<file path="config.mk">
export PLATFORM = sky130hd
export DESIGN_NAME = four_operator_wavetable_envelope_mixer_core_flat
export DESIGN_NICKNAME = d
export VERILOG_FILES = /design/src/fwem_pkg.sv /design/src/fwem_if.sv /design/src/fwem_ram.sv /design/src/fwem_div.sv /design/src/fwem_dp.sv /design/src/fwem_ctrl.sv /design/src/four_operator_wavetable_envelope_mixer_core.sv /design/src/flat_wrapper.sv
export VERILOG_INCLUDE_DIRS = /design/src /design/src/src
export SDC_FILE = /design/constraint.sdc
export NUM_CORES = 2
export LEC_CHECK = 0
export BUFFER_PORTS_ARGS = -buffer_cell sky130_fd_sc_hd__buf_2
export CORE_ASPECT_RATIO = 1.25
export CORE_UTILIZATION = 55
export CTS_CLUSTER_DIAMETER = 80
export DETAILED_ROUTE_END_ITERATION = 12
export GPL_TIMING_DRIVEN = 0
export MAX_ROUTING_LAYER = met4
export PLACE_DENSITY = 0.71
export REMOVE_ABC_BUFFERS = 1
export SYNTH_ARGS = -nofsm -noshare
export SYNTH_HDL_FRONTEND = slang
export SYNTH_SLANG_ARGS = --single-unit
</file>
<file path="constraint.sdc">
create_clock -name clock -period 49.9 [get_ports clock]
set_input_delay 9.98 -clock clock [delete_from_list [all_inputs] [get_ports clock]]
set_output_delay 9.98 -clock clock [all_outputs]
set_load 0.05 [all_outputs]
</file>
<file path="src/four_operator_wavetable_envelope_mixer_core_assert.svh">
// Assertion macros shared by the envelope mixer RTL.
`ifndef FOUR_OPERATOR_WAVETABLE_ENVELOPE_MIXER_CORE_ASSERT_SVH
`define FOUR_OPERATOR_WAVETABLE_ENVELOPE_MIXER_CORE_ASSERT_SVH

// Same-cycle implication, sampled on clock, off during reset.
`define FWEM_ASSERT_IMP(label, ante, cons, msg) \
   label: assert property (@(posedge clock) disable iff (reset) (ante) |-> (cons)) \
      else $error(msg);

// Next-cycle implication, sampled on clock, off during reset.
`define FWEM_ASSERT_NXT(label, ante, cons, msg) \
   label: assert property (@(posedge clock) disable iff (reset) (ante) |=> (cons)) \
      else $error(msg);

`endif

</file>
<file path="src/fwem_pkg.sv">
// Shared constants, command/status types and the shape ROM of the envelope mixer.
`default_nettype none
package fwem_pkg;

   localparam int TABLE_DEPTH = 64;
   localparam int WAVE_POINTS = 16;
   localparam int OPS         = 4;
   localparam int K_W         = $clog2(OPS);
   localparam int P_W         = $clog2(TABLE_DEPTH);
   localparam int RAM_DEPTH   = OPS * TABLE_DEPTH;
   localparam int RAM_AW      = K_W + P_W;
   localparam int NIB_W       = 4;
   localparam int SHAPE_W     = 3;
   localparam int SHAPES      = 8;
   localparam int ENV_W       = 4 * NIB_W;
   localparam int SHAPES_REG_W = OPS * SHAPE_W;
   localparam int VOL_W       = 4;
   localparam int PROD_W      = 2 * NIB_W;
   // four lane terms of at most 13 each
   localparam int ACC_W       = 6;
   localparam int WAVE_W      = NIB_W * WAVE_POINTS;
   // lengths sum to at most 60
   localparam int SUM_W       = 6;
   localparam int CMP_W       = (P_W > SUM_W) ? P_W : SUM_W;
   localparam int DIVD_W      = NIB_W;
   localparam int DIVS_W      = NIB_W + 1;

   localparam logic [NIB_W-1:0] LEVEL_MAX = 4'hF;
   localparam logic [P_W-1:0]   P_LAST    = P_W'(TABLE_DEPTH - 1);

   // register map, word index
   localparam int CSR_ADDR_W = 5;
   localparam int CSR_IDX_W  = CSR_ADDR_W - 2;
   localparam int CSR_DATA_W = 32;
   localparam logic [CSR_IDX_W-1:0] CSR_SHAPES = 3'd0;
   localparam logic [CSR_IDX_W-1:0] CSR_ENV0   = 3'd1;
   localparam logic [CSR_IDX_W-1:0] CSR_ENV1   = 3'd2;
   localparam logic [CSR_IDX_W-1:0] CSR_ENV2   = 3'd3;
   localparam logic [CSR_IDX_W-1:0] CSR_ENV3   = 3'd4;

   // divider operand selection
   localparam logic [1:0] DIV_ATTACK  = 2'd0;
   localparam logic [1:0] DIV_RELEASE = 2'd1;
   localparam logic [1:0] DIV_DECAY   = 2'd2;

   // point i of a shape in bits 4i+3..4i
   localparam logic [SHAPES-1:0][WAVE_W-1:0] SHAPE_ROM = {
      64'h30000004_BFFFFFFC,  // square
      64'h4037BFC8_4037BFC8,  // triangle x2
      64'h64201357_9BDFECA8,  // triangle
      64'h74100136_9BEFFECA,  // sine
      64'h64321100_FFEEDCB8,  // shark
      64'h51D9C2D9_51D9C2D9,  // saw x4
      64'h7531ECA8_6420FDB9,  // saw x2
      64'h76543210_FEDCBA98   // saw
   };

   typedef struct packed {
      logic       take_req;
      logic       load_op;
      logic       div_start;
      logic [1:0] div_sel;
      logic       latch_c;
      logic       latch_q;
      logic       step;
      logic       next_op;
      logic       set_built;
      logic       mul_vol;
      logic       acc_lane;
      logic       load_out;
   } cmd_type;

   typedef struct packed {
      logic a_nz;
      logic r_nz;
      logic is_decay;
      logic p_last;
      logic op_last;
      logic div_done;
      logic div_busy;
      logic out_free;
      logic built;
   } stat_type;

endpackage
`default_nettype wire

</file>
<file path="src/fwem_if.sv">
// Tick and wave channel interfaces of the envelope mixer.
`default_nettype none
interface fwem_req_if;
   import fwem_pkg::*;
   logic             valid;
   logic             ready;
   logic             retrigger;
   logic [VOL_W-1:0] volume;
   modport source (output valid, retrigger, volume, input ready);
   modport sink (input valid, retrigger, volume, output ready);
endinterface

interface fwem_rsp_if;
   import fwem_pkg::*;
   logic              valid;
   logic              ready;
   logic [WAVE_W-1:0] wave_samples;
   modport source (output valid, wave_samples, input ready);
   modport sink (input valid, wave_samples, output ready);
endinterface
`default_nettype wire

</file>
<file path="src/fwem_ram.sv">
// Generic single-write, single-read RAM with registered read data.
`default_nettype none
module fwem_ram #(
   parameter int WIDTH = 4,
   parameter int DEPTH = 256
) (
   input  logic                     clock,
   input  logic                     we,
   input  logic [$clog2(DEPTH)-1:0] waddr,
   input  logic [WIDTH-1:0]         wdata,
   input  logic [$clog2(DEPTH)-1:0] raddr,
   output logic [WIDTH-1:0]         rdata
);
   logic [WIDTH-1:0] mem [DEPTH];
   logic [WIDTH-1:0] rdata_ff;

   always_ff @(posedge clock) begin
      if (we) begin
         mem[waddr] <= wdata;
      end
      rdata_ff <= mem[raddr];
   end

   assign rdata = rdata_ff;
endmodule
`default_nettype wire

</file>
<file path="src/fwem_div.sv">
// Restoring divider, one quotient bit per cycle.
`default_nettype none
module fwem_div (
   input  logic                         clock,
   input  logic                         reset,
   input  logic                         start,
   input  logic [fwem_pkg::DIVD_W-1:0]  dividend,
   input  logic [fwem_pkg::DIVS_W-1:0]  divisor,
   output logic [fwem_pkg::DIVD_W-1:0]  quotient,
   output logic                         busy,
   output logic                         done
);
   import fwem_pkg::*;

   localparam int CNT_W = $clog2(DIVD_W);
   localparam logic [CNT_W-1:0] CNT_LAST = CNT_W'(DIVD_W - 1);

   logic [DIVS_W-1:0] rem_ff, rem_in;
   logic [DIVD_W-1:0] quo_ff, quo_in;
   logic [DIVS_W-1:0] den_ff, den_in;
   logic [CNT_W-1:0]  cnt_ff, cnt_in;
   logic              busy_ff, busy_in;
   logic              done_ff, done_in;
   logic [DIVS_W:0]   trial;
   logic              fits;

   always_comb begin
      trial   = {rem_ff, quo_ff[DIVD_W-1]};
      fits    = trial >= {1'b0, den_ff};
      rem_in  = rem_ff;
      quo_in  = quo_ff;
      den_in  = den_ff;
      cnt_in  = cnt_ff;
      busy_in = busy_ff;
      done_in = 1'b0;
      if (start) begin
         rem_in  = '0;
         quo_in  = dividend;
         den_in  = divisor;
         cnt_in  = '0;
         busy_in = 1'b1;
      end else if (busy_ff) begin
         rem_in = fits ? DIVS_W'(trial - {1'b0, den_ff}) : trial[DIVS_W-1:0];
         quo_in = {quo_ff[DIVD_W-2:0], fits};
         cnt_in = cnt_ff + CNT_W'(1);
         if (cnt_ff == CNT_LAST) begin
            busy_in = 1'b0;
            done_in = 1'b1;
         end
      end
   end

   always_ff @(posedge clock) begin
      if (reset) begin
         busy_ff <= 1'b0;
         done_ff <= 1'b0;
         cnt_ff  <= '0;
      end else begin
         busy_ff <= busy_in;
         done_ff <= done_in;
         cnt_ff  <= cnt_in;
      end
   end

   always_ff @(posedge clock) begin
      rem_ff <= rem_in;
      quo_ff <= quo_in;
      den_ff <= den_in;
   end

   assign quotient = quo_ff;
   assign busy     = busy_ff;
   assign done     = done_ff;
endmodule
`default_nettype wire

</file>
<file path="src/fwem_dp.sv">
// Datapath: envelope table builder, table RAM, operator scaling and wave lanes.
`default_nettype none
module fwem_dp (
   input  logic                                        clock,
   input  logic                                        reset,
   input  fwem_pkg::cmd_type                           cmd,
   output fwem_pkg::stat_type                          stat,
   input  logic                                        req_retrigger,
   input  logic [fwem_pkg::VOL_W-1:0]                  req_volume,
   input  logic [fwem_pkg::SHAPES_REG_W-1:0]           shapes,
   input  logic [fwem_pkg::OPS-1:0][fwem_pkg::ENV_W-1:0] env_len,
   output logic                                        rsp_valid,
   input  logic                                        rsp_ready,
   output logic [fwem_pkg::WAVE_W-1:0]                 rsp_wave_samples
);
   import fwem_pkg::*;

   logic [K_W-1:0]    k_ff, k_in;
   logic [P_W-1:0]    p_ff, p_in;
   logic [P_W-1:0]    pos_ff, pos_in;
   logic [NIB_W-1:0]  level_ff, level_in;
   logic [NIB_W-1:0]  c_ff, c_in;
   logic [NIB_W-1:0]  q_ff, q_in;
   logic [VOL_W-1:0]  vol_ff, vol_in;
   logic [NIB_W-1:0]  v_ff, v_in;
   logic              built_ff, built_in;
   logic              valid_ff, valid_in;
   logic [WAVE_W-1:0] wave_ff, wave_in;
   logic [ACC_W-1:0]  acc_ff [WAVE_POINTS];
   logic [ACC_W-1:0]  acc_in [WAVE_POINTS];
   logic [PROD_W-1:0] lane_prod [WAVE_POINTS];

   logic [ENV_W-1:0]   lens;
   logic [NIB_W-1:0]   len_a, len_d, len_s, len_r, s_eff;
   logic [CMP_W-1:0]   sum_a, sum_ad, sum_ads, sum_n, p_ext;
   logic               in_attack, in_decay, in_hold, in_live;
   logic [NIB_W-1:0]   lvl_step, entry;
   logic [DIVD_W-1:0]  div_a;
   logic [DIVS_W-1:0]  div_b;
   logic [DIVD_W-1:0]  div_q;
   logic               div_busy, div_done;
   logic [NIB_W-1:0]   ram_rdata, env_level;
   logic [PROD_W-1:0]  env_prod;
   logic [SHAPE_W-1:0] shape_sel;

   // decode the current operator's lengths and its walk phase
   always_comb begin
      lens      = env_len[k_ff];
      len_a     = lens[0*NIB_W +: NIB_W];
      len_d     = lens[1*NIB_W +: NIB_W];
      len_s     = lens[2*NIB_W +: NIB_W];
      len_r     = lens[3*NIB_W +: NIB_W];
      s_eff     = (len_s != '0) ? len_s : LEVEL_MAX;
      sum_a     = CMP_W'(len_a);
      sum_ad    = sum_a + CMP_W'(len_d);
      sum_ads   = sum_ad + CMP_W'(len_s);
      sum_n     = sum_ads + CMP_W'(len_r);
      p_ext     = CMP_W'(p_ff);
      in_attack = p_ext < sum_a;
      in_decay  = !in_attack && (p_ext < sum_ad);
      in_hold   = p_ext < sum_ads;
      in_live   = p_ext < sum_n;
   end

   // (60/a)>>2 == 15/a, (4L/x)>>2 == L/x, (4S/r)>>2 == S/r
   always_comb begin
      unique case (cmd.div_sel)
         DIV_ATTACK: begin
            div_a = LEVEL_MAX;
            div_b = {1'b0, len_a};
         end
         DIV_RELEASE: begin
            div_a = s_eff;
            div_b = {1'b0, len_r};
         end
         DIV_DECAY: begin
            div_a = level_ff;
            div_b = {1'b0, len_d} + {1'b0, len_s};
         end
         default: begin
            div_a = '0;
            div_b = '0;
         end
      endcase
   end

   fwem_div u_div (
      .clock    (clock),
      .reset    (reset),
      .start    (cmd.div_start),
      .dividend (div_a),
      .divisor  (div_b),
      .quotient (div_q),
      .busy     (div_busy),
      .done     (div_done)
   );

   always_comb begin
      priority if (in_attack) begin
         lvl_step = level_ff + c_ff;
      end else if (in_decay) begin
         lvl_step = level_ff - div_q;
      end else if (in_hold) begin
         lvl_step = level_ff;
      end else if (in_live) begin
         lvl_step = (q_ff > level_ff) ? '0 : level_ff - q_ff;
      end else begin
         lvl_step = level_ff;
      end
      entry = in_live ? lvl_step : '0;
   end

   fwem_ram #(
      .WIDTH (NIB_W),
      .DEPTH (RAM_DEPTH)
   ) u_ram (
      .clock (clock),
      .we    (cmd.step),
      .waddr ({k_ff, p_ff}),
      .wdata (entry),
      .raddr ({k_ff, pos_ff}),
      .rdata (ram_rdata)
   );

   // tables read as zero until the first rebuild
   always_comb begin
      env_level = built_ff ? ram_rdata : '0;
      env_prod  = PROD_W'(env_level) * PROD_W'(vol_ff);
      shape_sel = shapes[SHAPE_W*k_ff +: SHAPE_W];
      for (int i = 0; i < WAVE_POINTS; i++) begin
         lane_prod[i] = PROD_W'(SHAPE_ROM[shape_sel][NIB_W*i +: NIB_W]) * PROD_W'(v_ff);
         if (cmd.take_req) begin
            acc_in[i] = '0;
         end else if (cmd.acc_lane) begin
            acc_in[i] = acc_ff[i] + ACC_W'(lane_prod[i][PROD_W-1:NIB_W]);
         end else begin
            acc_in[i] = acc_ff[i];
         end
         wave_in[NIB_W*i +: NIB_W] = cmd.load_out ? acc_ff[i][ACC_W-1:2]
                                                   : wave_ff[NIB_W*i +: NIB_W];
      end
   end

   always_comb begin
      k_in     = cmd.take_req ? '0 : (cmd.next_op ? k_ff + K_W'(1) : k_ff);
      p_in     = cmd.load_op ? '0 : (cmd.step ? p_ff + P_W'(1) : p_ff);
      pos_in   = pos_ff;
      if (cmd.take_req && req_retrigger) begin
         pos_in = '0;
      end else if (cmd.load_out && (pos_ff != P_LAST)) begin
         pos_in = pos_ff + P_W'(1);
      end
      level_in = level_ff;
      if (cmd.load_op) begin
         level_in = (len_a != '0) ? '0 : LEVEL_MAX;
      end else if (cmd.step) begin
         level_in = lvl_step;
      end
      c_in     = cmd.latch_c ? div_q : c_ff;
      q_in     = cmd.latch_q ? div_q : q_ff;
      vol_in   = cmd.take_req ? req_volume : vol_ff;
      v_in     = cmd.mul_vol ? env_prod[PROD_W-1:NIB_W] : v_ff;
      built_in = built_ff | cmd.set_built;
      valid_in = cmd.load_out ? 1'b1 : (rsp_ready ? 1'b0 : valid_ff);
   end

   always_ff @(posedge clock) begin
      if (reset) begin
         k_ff     <= '0;
         pos_ff   <= '0;
         built_ff <= 1'b0;
         valid_ff <= 1'b0;
      end else begin
         k_ff     <= k_in;
         pos_ff   <= pos_in;
         built_ff <= built_in;
         valid_ff <= valid_in;
      end
   end

   always_ff @(posedge clock) begin
      p_ff     <= p_in;
      level_ff <= level_in;
      c_ff     <= c_in;
      q_ff     <= q_in;
      vol_ff   <= vol_in;
      v_ff     <= v_in;
      wave_ff  <= wave_in;
      acc_ff   <= acc_in;
   end

   always_comb begin
      stat.a_nz     = len_a != '0;
      stat.r_nz     = len_r != '0;
      stat.is_decay = in_decay;
      stat.p_last   = p_ff == P_LAST;
      stat.op_last  = k_ff == K_W'(OPS - 1);
      stat.div_done = div_done;
      stat.div_busy = div_busy;
      stat.out_free = !valid_ff || rsp_ready;
      stat.built    = built_ff;
   end

   assign rsp_valid        = valid_ff;
   assign rsp_wave_samples = wave_ff;
endmodule
`default_nettype wire

</file>
<file path="src/fwem_ctrl.sv">
// Sequencer: table rebuild walk and per-tick rendering of the four operators.
`default_nettype none
module fwem_ctrl (
   input  logic               clock,
   input  logic               reset,
   input  logic               req_valid,
   input  logic               req_retrigger,
   output logic               req_ready,
   input  fwem_pkg::stat_type stat,
   output fwem_pkg::cmd_type  cmd
);
   import fwem_pkg::*;

   localparam logic [3:0] ST_IDLE  = 4'd0;
   localparam logic [3:0] ST_LOAD  = 4'd1;
   localparam logic [3:0] ST_DIVA  = 4'd2;
   localparam logic [3:0] ST_WAITA = 4'd3;
   localparam logic [3:0] ST_DIVR  = 4'd4;
   localparam logic [3:0] ST_WAITR = 4'd5;
   localparam logic [3:0] ST_WALK  = 4'd6;
   localparam logic [3:0] ST_WAITD = 4'd7;
   localparam logic [3:0] ST_NEXT  = 4'd8;
   localparam logic [3:0] ST_READ  = 4'd9;
   localparam logic [3:0] ST_VOL   = 4'd10;
   localparam logic [3:0] ST_ACC   = 4'd11;
   localparam logic [3:0] ST_DONE  = 4'd12;

   logic [3:0] state_ff, state_in;

   always_comb begin
      cmd       = '0;
      req_ready = 1'b0;
      state_in  = state_ff;
      unique case (state_ff)
         ST_IDLE: begin
            req_ready    = 1'b1;
            cmd.take_req = req_valid;
            if (req_valid) begin
               state_in = req_retrigger ? ST_LOAD : ST_READ;
            end
         end
         ST_LOAD: begin
            cmd.load_op = 1'b1;
            state_in    = ST_DIVA;
         end
         ST_DIVA: begin
            if (stat.a_nz) begin
               cmd.div_start = 1'b1;
               cmd.div_sel   = DIV_ATTACK;
               state_in      = ST_WAITA;
            end else begin
               state_in = ST_DIVR;
            end
         end
         ST_WAITA: begin
            cmd.div_sel = DIV_ATTACK;
            if (stat.div_done) begin
               cmd.latch_c = 1'b1;
               state_in    = ST_DIVR;
            end
         end
         ST_DIVR: begin
            if (stat.r_nz) begin
               cmd.div_start = 1'b1;
               cmd.div_sel   = DIV_RELEASE;
               state_in      = ST_WAITR;
            end else begin
               state_in = ST_WALK;
            end
         end
         ST_WAITR: begin
            cmd.div_sel = DIV_RELEASE;
            if (stat.div_done) begin
               cmd.latch_q = 1'b1;
               state_in    = ST_WALK;
            end
         end
         ST_WALK: begin
            if (stat.is_decay) begin
               cmd.div_start = 1'b1;
               cmd.div_sel   = DIV_DECAY;
               state_in      = ST_WAITD;
            end else begin
               cmd.step = 1'b1;
               if (stat.p_last) begin
                  state_in = ST_NEXT;
               end
            end
         end
         ST_WAITD: begin
            cmd.div_sel = DIV_DECAY;
            if (stat.div_done) begin
               cmd.step = 1'b1;
               state_in = stat.p_last ? ST_NEXT : ST_WALK;
            end
         end
         ST_NEXT: begin
            cmd.next_op = 1'b1;
            if (stat.op_last) begin
               cmd.set_built = 1'b1;
               state_in      = ST_READ;
            end else begin
               state_in = ST_LOAD;
            end
         end
         ST_READ: begin
            state_in = ST_VOL;
         end
         ST_VOL: begin
            cmd.mul_vol = 1'b1;
            state_in    = ST_ACC;
         end
         ST_ACC: begin
            cmd.acc_lane = 1'b1;
            cmd.next_op  = 1'b1;
            state_in     = stat.op_last ? ST_DONE : ST_READ;
         end
         ST_DONE: begin
            if (stat.out_free) begin
               cmd.load_out = 1'b1;
               state_in     = ST_IDLE;
            end
         end
         default: begin
            state_in = ST_IDLE;
         end
      endcase
   end

   always_ff @(posedge clock) begin
      if (reset) begin
         state_ff <= ST_IDLE;
      end else begin
         state_ff <= state_in;
      end
   end
endmodule
`default_nettype wire

</file>
<file path="src/four_operator_wavetable_envelope_mixer_core.sv">
// Top level of the four-operator wavetable envelope mixer.
// Each tick word (retrigger, volume) yields one 64-bit wave word of sixteen
// 4-bit points. A tick without retrigger goes from acceptance to the wave
// register through an accept step, then per operator a table RAM read, volume
// scaling and a sixteen-lane shape accumulate, then an output load once free.
// A retrigger first rebuilds all four 64-entry envelope tables, one entry a
// cycle except that each decay entry waits on the shared 4-step restoring
// divider, plus up to two divisions per operator for the attack slope and
// release step, each skipped when its length is zero. Tables live in one
// 256 x 4 RAM; a rebuild rewrites every entry,
// and a flag masks the RAM to zero until the first rebuild, so no clearing
// pass runs after reset. The wave register parts the two channels: the next
// tick is taken while a finished wave still waits. Registers sit on an APB
// port at byte addresses 0 (shapes) and 4..16 (operator 0..3 lengths);
// write them only while the block is idle.
`default_nettype none
`include "four_operator_wavetable_envelope_mixer_core_assert.svh"
module four_operator_wavetable_envelope_mixer_core (
   input  logic                              clock,
   input  logic                              reset,
   fwem_req_if.sink                          req_chan,
   fwem_rsp_if.source                        rsp_chan,
   input  logic                              psel,
   input  logic                              penable,
   input  logic                              pwrite,
   input  logic [fwem_pkg::CSR_ADDR_W-1:0]   paddr,
   input  logic [fwem_pkg::CSR_DATA_W-1:0]   pwdata,
   output logic [fwem_pkg::CSR_DATA_W-1:0]   prdata,
   output logic                              pready
);
   import fwem_pkg::*;

   // configuration registers
   logic [SHAPES_REG_W-1:0]         shapes_ff, shapes_in;
   logic [OPS-1:0][ENV_W-1:0]       env_ff, env_in;
   logic [CSR_IDX_W-1:0]            csr_idx;
   logic [CSR_IDX_W-1:0]            env_sel;
   logic                            csr_wr;

   cmd_type  cmd;
   stat_type stat;
   logic     req_ready;

   assign pready  = 1'b1;
   assign csr_idx = paddr[CSR_ADDR_W-1:2];
   assign env_sel = csr_idx - CSR_ENV0;
   assign csr_wr  = psel && penable && pwrite && pready;

   // write decode; drop writes past the last register
   always_comb begin
      shapes_in = shapes_ff;
      env_in    = env_ff;
      if (csr_wr) begin
         priority if (csr_idx == CSR_SHAPES) begin
            shapes_in = pwdata[SHAPES_REG_W-1:0];
         end else if ((csr_idx >= CSR_ENV0) && (csr_idx <= CSR_ENV3)) begin
            env_in[env_sel[K_W-1:0]] = pwdata[ENV_W-1:0];
         end else begin
            shapes_in = shapes_ff;
         end
      end
   end

   always_ff @(posedge clock) begin
      if (reset) begin
         shapes_ff <= '0;
         env_ff    <= '0;
      end else begin
         shapes_ff <= shapes_in;
         env_ff    <= env_in;
      end
   end

   always_comb begin
      unique case (csr_idx)
         CSR_SHAPES: prdata = CSR_DATA_W'(shapes_ff);
         CSR_ENV0:   prdata = CSR_DATA_W'(env_ff[0]);
         CSR_ENV1:   prdata = CSR_DATA_W'(env_ff[1]);
         CSR_ENV2:   prdata = CSR_DATA_W'(env_ff[2]);
         CSR_ENV3:   prdata = CSR_DATA_W'(env_ff[3]);
         default:    prdata = '0;
      endcase
   end

   // sequencer: owns the tick handshake and steps the datapath
   fwem_ctrl u_ctrl (
      .clock         (clock),
      .reset         (reset),
      .req_valid     (req_chan.valid),
      .req_retrigger (req_chan.retrigger),
      .req_ready     (req_ready),
      .stat          (stat),
      .cmd           (cmd)
   );

   assign req_chan.ready = req_ready;

   // datapath: table build, table RAM, scaling, lanes and wave register
   fwem_dp u_dp (
      .clock            (clock),
      .reset            (reset),
      .cmd              (cmd),
      .stat             (stat),
      .req_retrigger    (req_chan.retrigger),
      .req_volume       (req_chan.volume),
      .shapes           (shapes_ff),
      .env_len          (env_ff),
      .rsp_valid        (rsp_chan.valid),
      .rsp_ready        (rsp_chan.ready),
      .rsp_wave_samples (rsp_chan.wave_samples)
   );

   // an accepted tick keeps the block busy for at least the next cycle
   `FWEM_ASSERT_NXT(a_busy_after_accept, req_chan.valid && req_ready, !req_ready, "tick accepted back to back")
   // never restart the divider while it is still iterating
   `FWEM_ASSERT_IMP(a_div_start_idle, cmd.div_start, !stat.div_busy, "divider restarted while busy")
   // once built, tables stay valid
   `FWEM_ASSERT_NXT(a_built_sticky, stat.built, stat.built, "table valid flag dropped")
   // never overwrite a wave that still waits
   `FWEM_ASSERT_IMP(a_no_wave_overwrite, cmd.load_out, !rsp_chan.valid || rsp_chan.ready, "pending wave overwritten")
endmodule
`default_nettype wire

</file>
<file path="src/flat_wrapper.sv">
// flat-port wrapper written by rule: the top's interface ports become plain ports
module four_operator_wavetable_envelope_mixer_core_flat import fwem_pkg::*;
  (clock, reset, psel, penable, pwrite, paddr, pwdata, prdata, pready, req_chan_valid, req_chan_retrigger, req_chan_volume, req_chan_ready, rsp_chan_valid, rsp_chan_wave_samples, rsp_chan_ready);
  fwem_req_if req_chan_i ();
  fwem_rsp_if rsp_chan_i ();
  input  logic clock;
  input  logic reset;
  input  logic psel;
  input  logic penable;
  input  logic pwrite;
  input  logic [fwem_pkg::CSR_ADDR_W-1:0] paddr;
  input  logic [fwem_pkg::CSR_DATA_W-1:0] pwdata;
  output logic [fwem_pkg::CSR_DATA_W-1:0] prdata;
  output logic pready;
  input wire logic [$bits(req_chan_i.valid)-1:0] req_chan_valid;
  input wire logic [$bits(req_chan_i.retrigger)-1:0] req_chan_retrigger;
  input wire logic [$bits(req_chan_i.volume)-1:0] req_chan_volume;
  output wire logic [$bits(req_chan_i.ready)-1:0] req_chan_ready;
  output wire logic [$bits(rsp_chan_i.valid)-1:0] rsp_chan_valid;
  output wire logic [$bits(rsp_chan_i.wave_samples)-1:0] rsp_chan_wave_samples;
  input wire logic [$bits(rsp_chan_i.ready)-1:0] rsp_chan_ready;
  assign req_chan_i.valid = req_chan_valid;
  assign req_chan_i.retrigger = req_chan_retrigger;
  assign req_chan_i.volume = req_chan_volume;
  assign req_chan_ready = req_chan_i.ready;
  assign rsp_chan_valid = rsp_chan_i.valid;
  assign rsp_chan_wave_samples = rsp_chan_i.wave_samples;
  assign rsp_chan_i.ready = rsp_chan_ready;
  four_operator_wavetable_envelope_mixer_core u_core (.clock(clock), .reset(reset), .req_chan(req_chan_i), .rsp_chan(rsp_chan_i), .psel(psel), .penable(penable), .pwrite(pwrite), .paddr(paddr), .pwdata(pwdata), .prdata(prdata), .pready(pready));
endmodule
</file>
==> summary.md <==
| Metric | Value |
|---|---|
| Result of the run | `complete, but fails checks` |
| Violations in the final reports | `max-capacitance violations, max-slew violations` |
| Count of clock tree sinks | `1,322` |
| Destination of the critical timing path | `prdata[6]` |
| Post-detailed-routing wire length | `145,000 um` |
| I/O pin count | `148` |
| Number of buffers added by the clock tree synthesis step | `131` |
| RSZ-0062 raised after global routing | `false` |
| Final ANT Viol Nets | `0` |
| Data arrival at the endpoint of the critical path | `12,260 ps` |
| Number of nets in the finished design | `4,913` |
| Clock tree from TritonCTS | `done` |
| Initial cell density of the core | `55.6%` |
| Yosys cell types | `81` |
| Clock Tree Root | `sky130_fd_sc_hd__clkbuf_16` |
| Cells traversed along the worst timing path | `buf_2 -> nor2b_1 -> a21oi_1 -> o22ai_1 -> buf_2` |
| Number of synthesized flops with an enable pin | `1,117` |
| Max FO, Critical Path | `37` |
| Via-to-Cell Ratio | `6.12` |
| Initial antenna violation count | `3` |
| Fraction of final layout cells with drive strength greater than 1 | `15.9%` |
| Router iterations before antenna repair | `6` |
| Total Power | `2.66 mW` |
| Post-Syn Area | `62,200 um^2` |
| Clock H-tree levels | `4` |
| Maximum clock frequency | `45.0 MHz` |
| Hold WS | `448 ps` |
| Final setup margin | `27,660 ps` |
| Capturing point of the worst reg2reg path | `u_core.u_dp.u_ram.mem[65][3]$_DFFE_PP_` |
| Vias in the first global route | `37,400` |
| Setup fix buffers added after clock tree synthesis | `0` |
| Max VDD drop | `0.0000329 V` |
| Stage delay of the slowest cell on the critical path | `1020 ps` |
| Die X | `303 um` |
| WP buf/inv | `2` |
| Share of the yosys chip area belonging to registers | `60.5%` |
| Tightest slew margin relative to the limit | `-4.71%` |
| Startpoint-to-endpoint class of the critical path | `input pin to primary output` |
| Cell with the most instances on the worst path | `sky130_fd_sc_hd__buf_2` |
| Flip-flop and latch count after synthesis | `1,322` |
| Core Rows | `137` |
| Clock latency reported for the late side of the worst-skew pair | `770 ps` |
| Count of buffers from port buffering | `112` |
| Slew at the pin closest to its max-slew limit | `1530 ps` |
| Half-perimeter wire length after detailed placement | `96,100 um` |
| Kind of cell adding the most delay to the critical path | `simple AND/OR/NAND/NOR gates` |
| Worst Setup Start Kind | `input pin` |
| Worst Setup End Kind | `primary output` |
| Hold Path Class | `flip-flop to flip-flop` |
| Clock period minus worst slack | `22,240 ps` |
| Total via count in the routed design | `37,100` |
| Overall track demand over capacity in global routing | `26.5%` |
| Number of violations of the max-capacitance limit | `2` |
| Setup skew after layout | `30.8 ps` |
| Final estimated routing congestion in global placement | `0.899` |
| Synth-to-layout area growth | `10.8%` |
| P_leak | `24.1 nW` |
| Post-Route Setup TNS | `0 ps` |
| Clk buf depth | `3` |
| Clock transition time at the flip-flop clock pins of the worst setup and hold paths | `60 ps` |
| Critical path depth | `5` |
| Required time of the critical path | `39,920 ps` |
| Grt total ovfl | `0` |
| First-pass GRT wire length | `221,000 um` |
| Share of the clock period used by the worst path | `44.6%` |
| PwrDens | `38.6 nW/um^2` |
| Chip Height | `378 um` |
| Final setup vio count | `0` |
| Minimum setup slack after placement | `27,710 ps` |
| Primary FF master, synth | `sky130_fd_sc_hd__edfxtp_1` |
| Post-Synthesis Cells | `4,410` |
| Flop2flop setup slack | `41,350 ps` |
| DRC marker count from the first detailed-route iteration | `3,719` |
| Final number of hold-violating endpoints | `0` |
| CTS hold repair buffers | `0` |
| Number of instances resized during post-cts repair | `0` |
| Worst R2R Start | `u_core.u_dp.k_ff[0]$_SDFFE_PP0P_` |
| Area of the die | `114,000 um^2` |
| Core Footprint | `112,000 um^2` |
| Final count of pins violating max slew | `3` |
| CP max-delay cell | `sky130_fd_sc_hd__nor2b_1` |
| Maximum number of pins on one net before global-route repair | `78` |
| Number of remaining DRC errors | `0` |
| Synth warnings | `0` |
| Post-DR wirelength/cell | `23.9 um` |
| Worst setup path startpoint | `paddr[3]` |
| Length in cells of the worst reg-to-reg path | `28` |
| Async S/R FF share, synth | `0%` |
| Average cell area after synthesis | `14.1 um^2` |
-- worst min-delay path by stage --
stage,from,endpoint,cells after the start
after floorplan,u_core.u_dp.acc_ff[83]$_SDFFE_PP0P_,u_core.u_dp.rsp_wave_samples[11]$_DFFE_PP_,0
after global placement,u_core.u_dp.acc_ff[5]$_SDFFE_PP0P_,u_core.u_dp.rsp_wave_samples[63]$_DFFE_PP_,0
after detailed placement,u_core.u_dp.acc_ff[17]$_SDFFE_PP0P_,u_core.u_dp.rsp_wave_samples[55]$_DFFE_PP_,0
after CTS,u_core.u_dp.acc_ff[29]$_SDFFE_PP0P_,u_core.u_dp.rsp_wave_samples[47]$_DFFE_PP_,0
after global routing,u_core.u_dp.acc_ff[29]$_SDFFE_PP0P_,u_core.u_dp.rsp_wave_samples[47]$_DFFE_PP_,0
final,u_core.u_dp.acc_ff[71]$_SDFFE_PP0P_,u_core.u_dp.rsp_wave_samples[19]$_DFFE_PP_,0
-- Yosys cell counts, drive strengths merged (35+ instances only) --
| cell type | number | share of area [%] |
|---|---|---|
| edfxtp | 1117 | 54 |
| and2 | 39 | 0.40 |
| nor3 | 68 | 0.60 |
| clkbuf | 138 | 0.84 |
| xor2 | 47 | 0.66 |
| ha | 295 | 5.9 |
| o21ai | 93 | 0.79 |
| fa | 71 | 2.3 |
| a21o | 50 | 0.60 |
| dfxtp | 205 | 6.6 |
| buf | 123 | 1.3 |
| xnor2 | 77 | 1.1 |
| a211oi | 36 | 0.43 |
| nand2 | 372 | 2.2 |
| nand3 | 53 | 0.55 |
| mux2i | 154 | 2.5 |
| a21oi | 251 | 2.0 |
| nor2b | 50 | 0.50 |
| nor2 | 447 | 2.7 |
| mux4 | 259 | 9.4 |
| o22ai | 35 | 0.35 |
| inv | 156 | 0.94 |
-- where the power goes --
group	internal, mW	total [mW]	switching (mW)
clock network	0.541	0.962	0.421
logic	0.137	0.386	0.249
registers	1.29	1.31	0.0213
total	1.97	2.66	0.691
-- cells in the final DEF (no fill, tap or decap), types with 17 or more instances in the layout --
master / instances
sky130_fd_sc_hd__or3_1: 22
sky130_fd_sc_hd__o21a_1: 24
sky130_fd_sc_hd__nand2b_1: 23
sky130_fd_sc_hd__a211oi_1: 36
sky130_fd_sc_hd__o211ai_1: 23
sky130_fd_sc_hd__and2_1: 37
sky130_fd_sc_hd__conb_1: 17
sky130_fd_sc_hd__buf_16: 21
sky130_fd_sc_hd__buf_2: 112
sky130_fd_sc_hd__edfxtp_1: 1117
sky130_fd_sc_hd__a21oi_1: 248
sky130_fd_sc_hd__ha_1: 295
sky130_fd_sc_hd__mux2i_1: 154
sky130_fd_sc_hd__a21o_1: 50
sky130_fd_sc_hd__o21ai_0: 87
sky130_fd_sc_hd__xor2_1: 47
sky130_fd_sc_hd__xnor2_1: 77
sky130_fd_sc_hd__clkbuf_1: 27
sky130_fd_sc_hd__clkinv_1: 17
sky130_fd_sc_hd__buf_6: 18
sky130_fd_sc_hd__nor2b_1: 48
sky130_fd_sc_hd__nor2_1: 441
sky130_fd_sc_hd__nand3_2: 17
sky130_fd_sc_hd__o22ai_1: 35
sky130_fd_sc_hd__buf_4: 35
sky130_fd_sc_hd__nand2_1: 372
sky130_fd_sc_hd__nor3_1: 58
sky130_fd_sc_hd__and3_1: 23
sky130_fd_sc_hd__mux4_2: 259
sky130_fd_sc_hd__dfxtp_1: 198
sky130_fd_sc_hd__clkbuf_16: 133
sky130_fd_sc_hd__nand3_1: 35
sky130_fd_sc_hd__inv_1: 152
sky130_fd_sc_hd__fa_1: 71
sky130_fd_sc_hd__clkinv_2: 21
-- per-layer routing --
metal,global-route usage [%],share of wire [%],vias to the layer above
met5,-,0,-
met4,10.7,4.1,0
met3,4.18,7.3,348
met2,44.0,51,1487
met1,32.4,38,18500
li1,-,-,16700
-- flip-flops by register name (all words and copies together) (netlist names), 5 cells and up --
name	count
u_core.u_dp.p_ext	6
u_core.u_dp.u_div.den_ff	5
u_core.u_dp.u_div.rem_ff	5
u_core.u_dp.rsp_wave_samples	64
u_core.u_dp.acc_ff	96
u_core.shapes_ff	12
u_core.u_dp.u_ram.mem	1024
u_core.env_ff	64
u_core.u_dp.pos_ff	6
-- layout make-up --
class	instances	area (um^2)
Antenna cell	3	7.51
Clock buffer	164	3480
Clock inverter	68	647
Fill cell	8295	43000
Inverter	158	593
Multi-Input combinational cell	2684	22800
Sequential cell	1322	37700
Tap cell	1459	1830
Timing Repair Buffer	201	1900
-- cell families (layout without fill, tap and decap cells) --
kind of cell | count (synthesis) | after routing | synth area share [%]
flops | 1322 | 1322 | 60.5
simple gates | 1131 | 1131 | 8.08
compound gates | 618 | 618 | 6.23
mux | 428 | 428 | 12.1
buf+inv | 419 | 591 | 3.09
fa+ha+maj | 366 | 366 | 8.22
xor+xnor | 124 | 124 | 1.75
other cells | 2 | 20 | 0.0121
-- metrics by stage --
stage	cells	utilization, %	area [um^2]
CTS	6055	61.5	68900
detailed placement	5823	57.9	64800
global route	6059	61.6	68900
finish	6059	61.6	68900
floorplan	4164	-	60900
global placement	5735	56.6	63300
No activity file was read; power rests on OpenSTA's default activity.
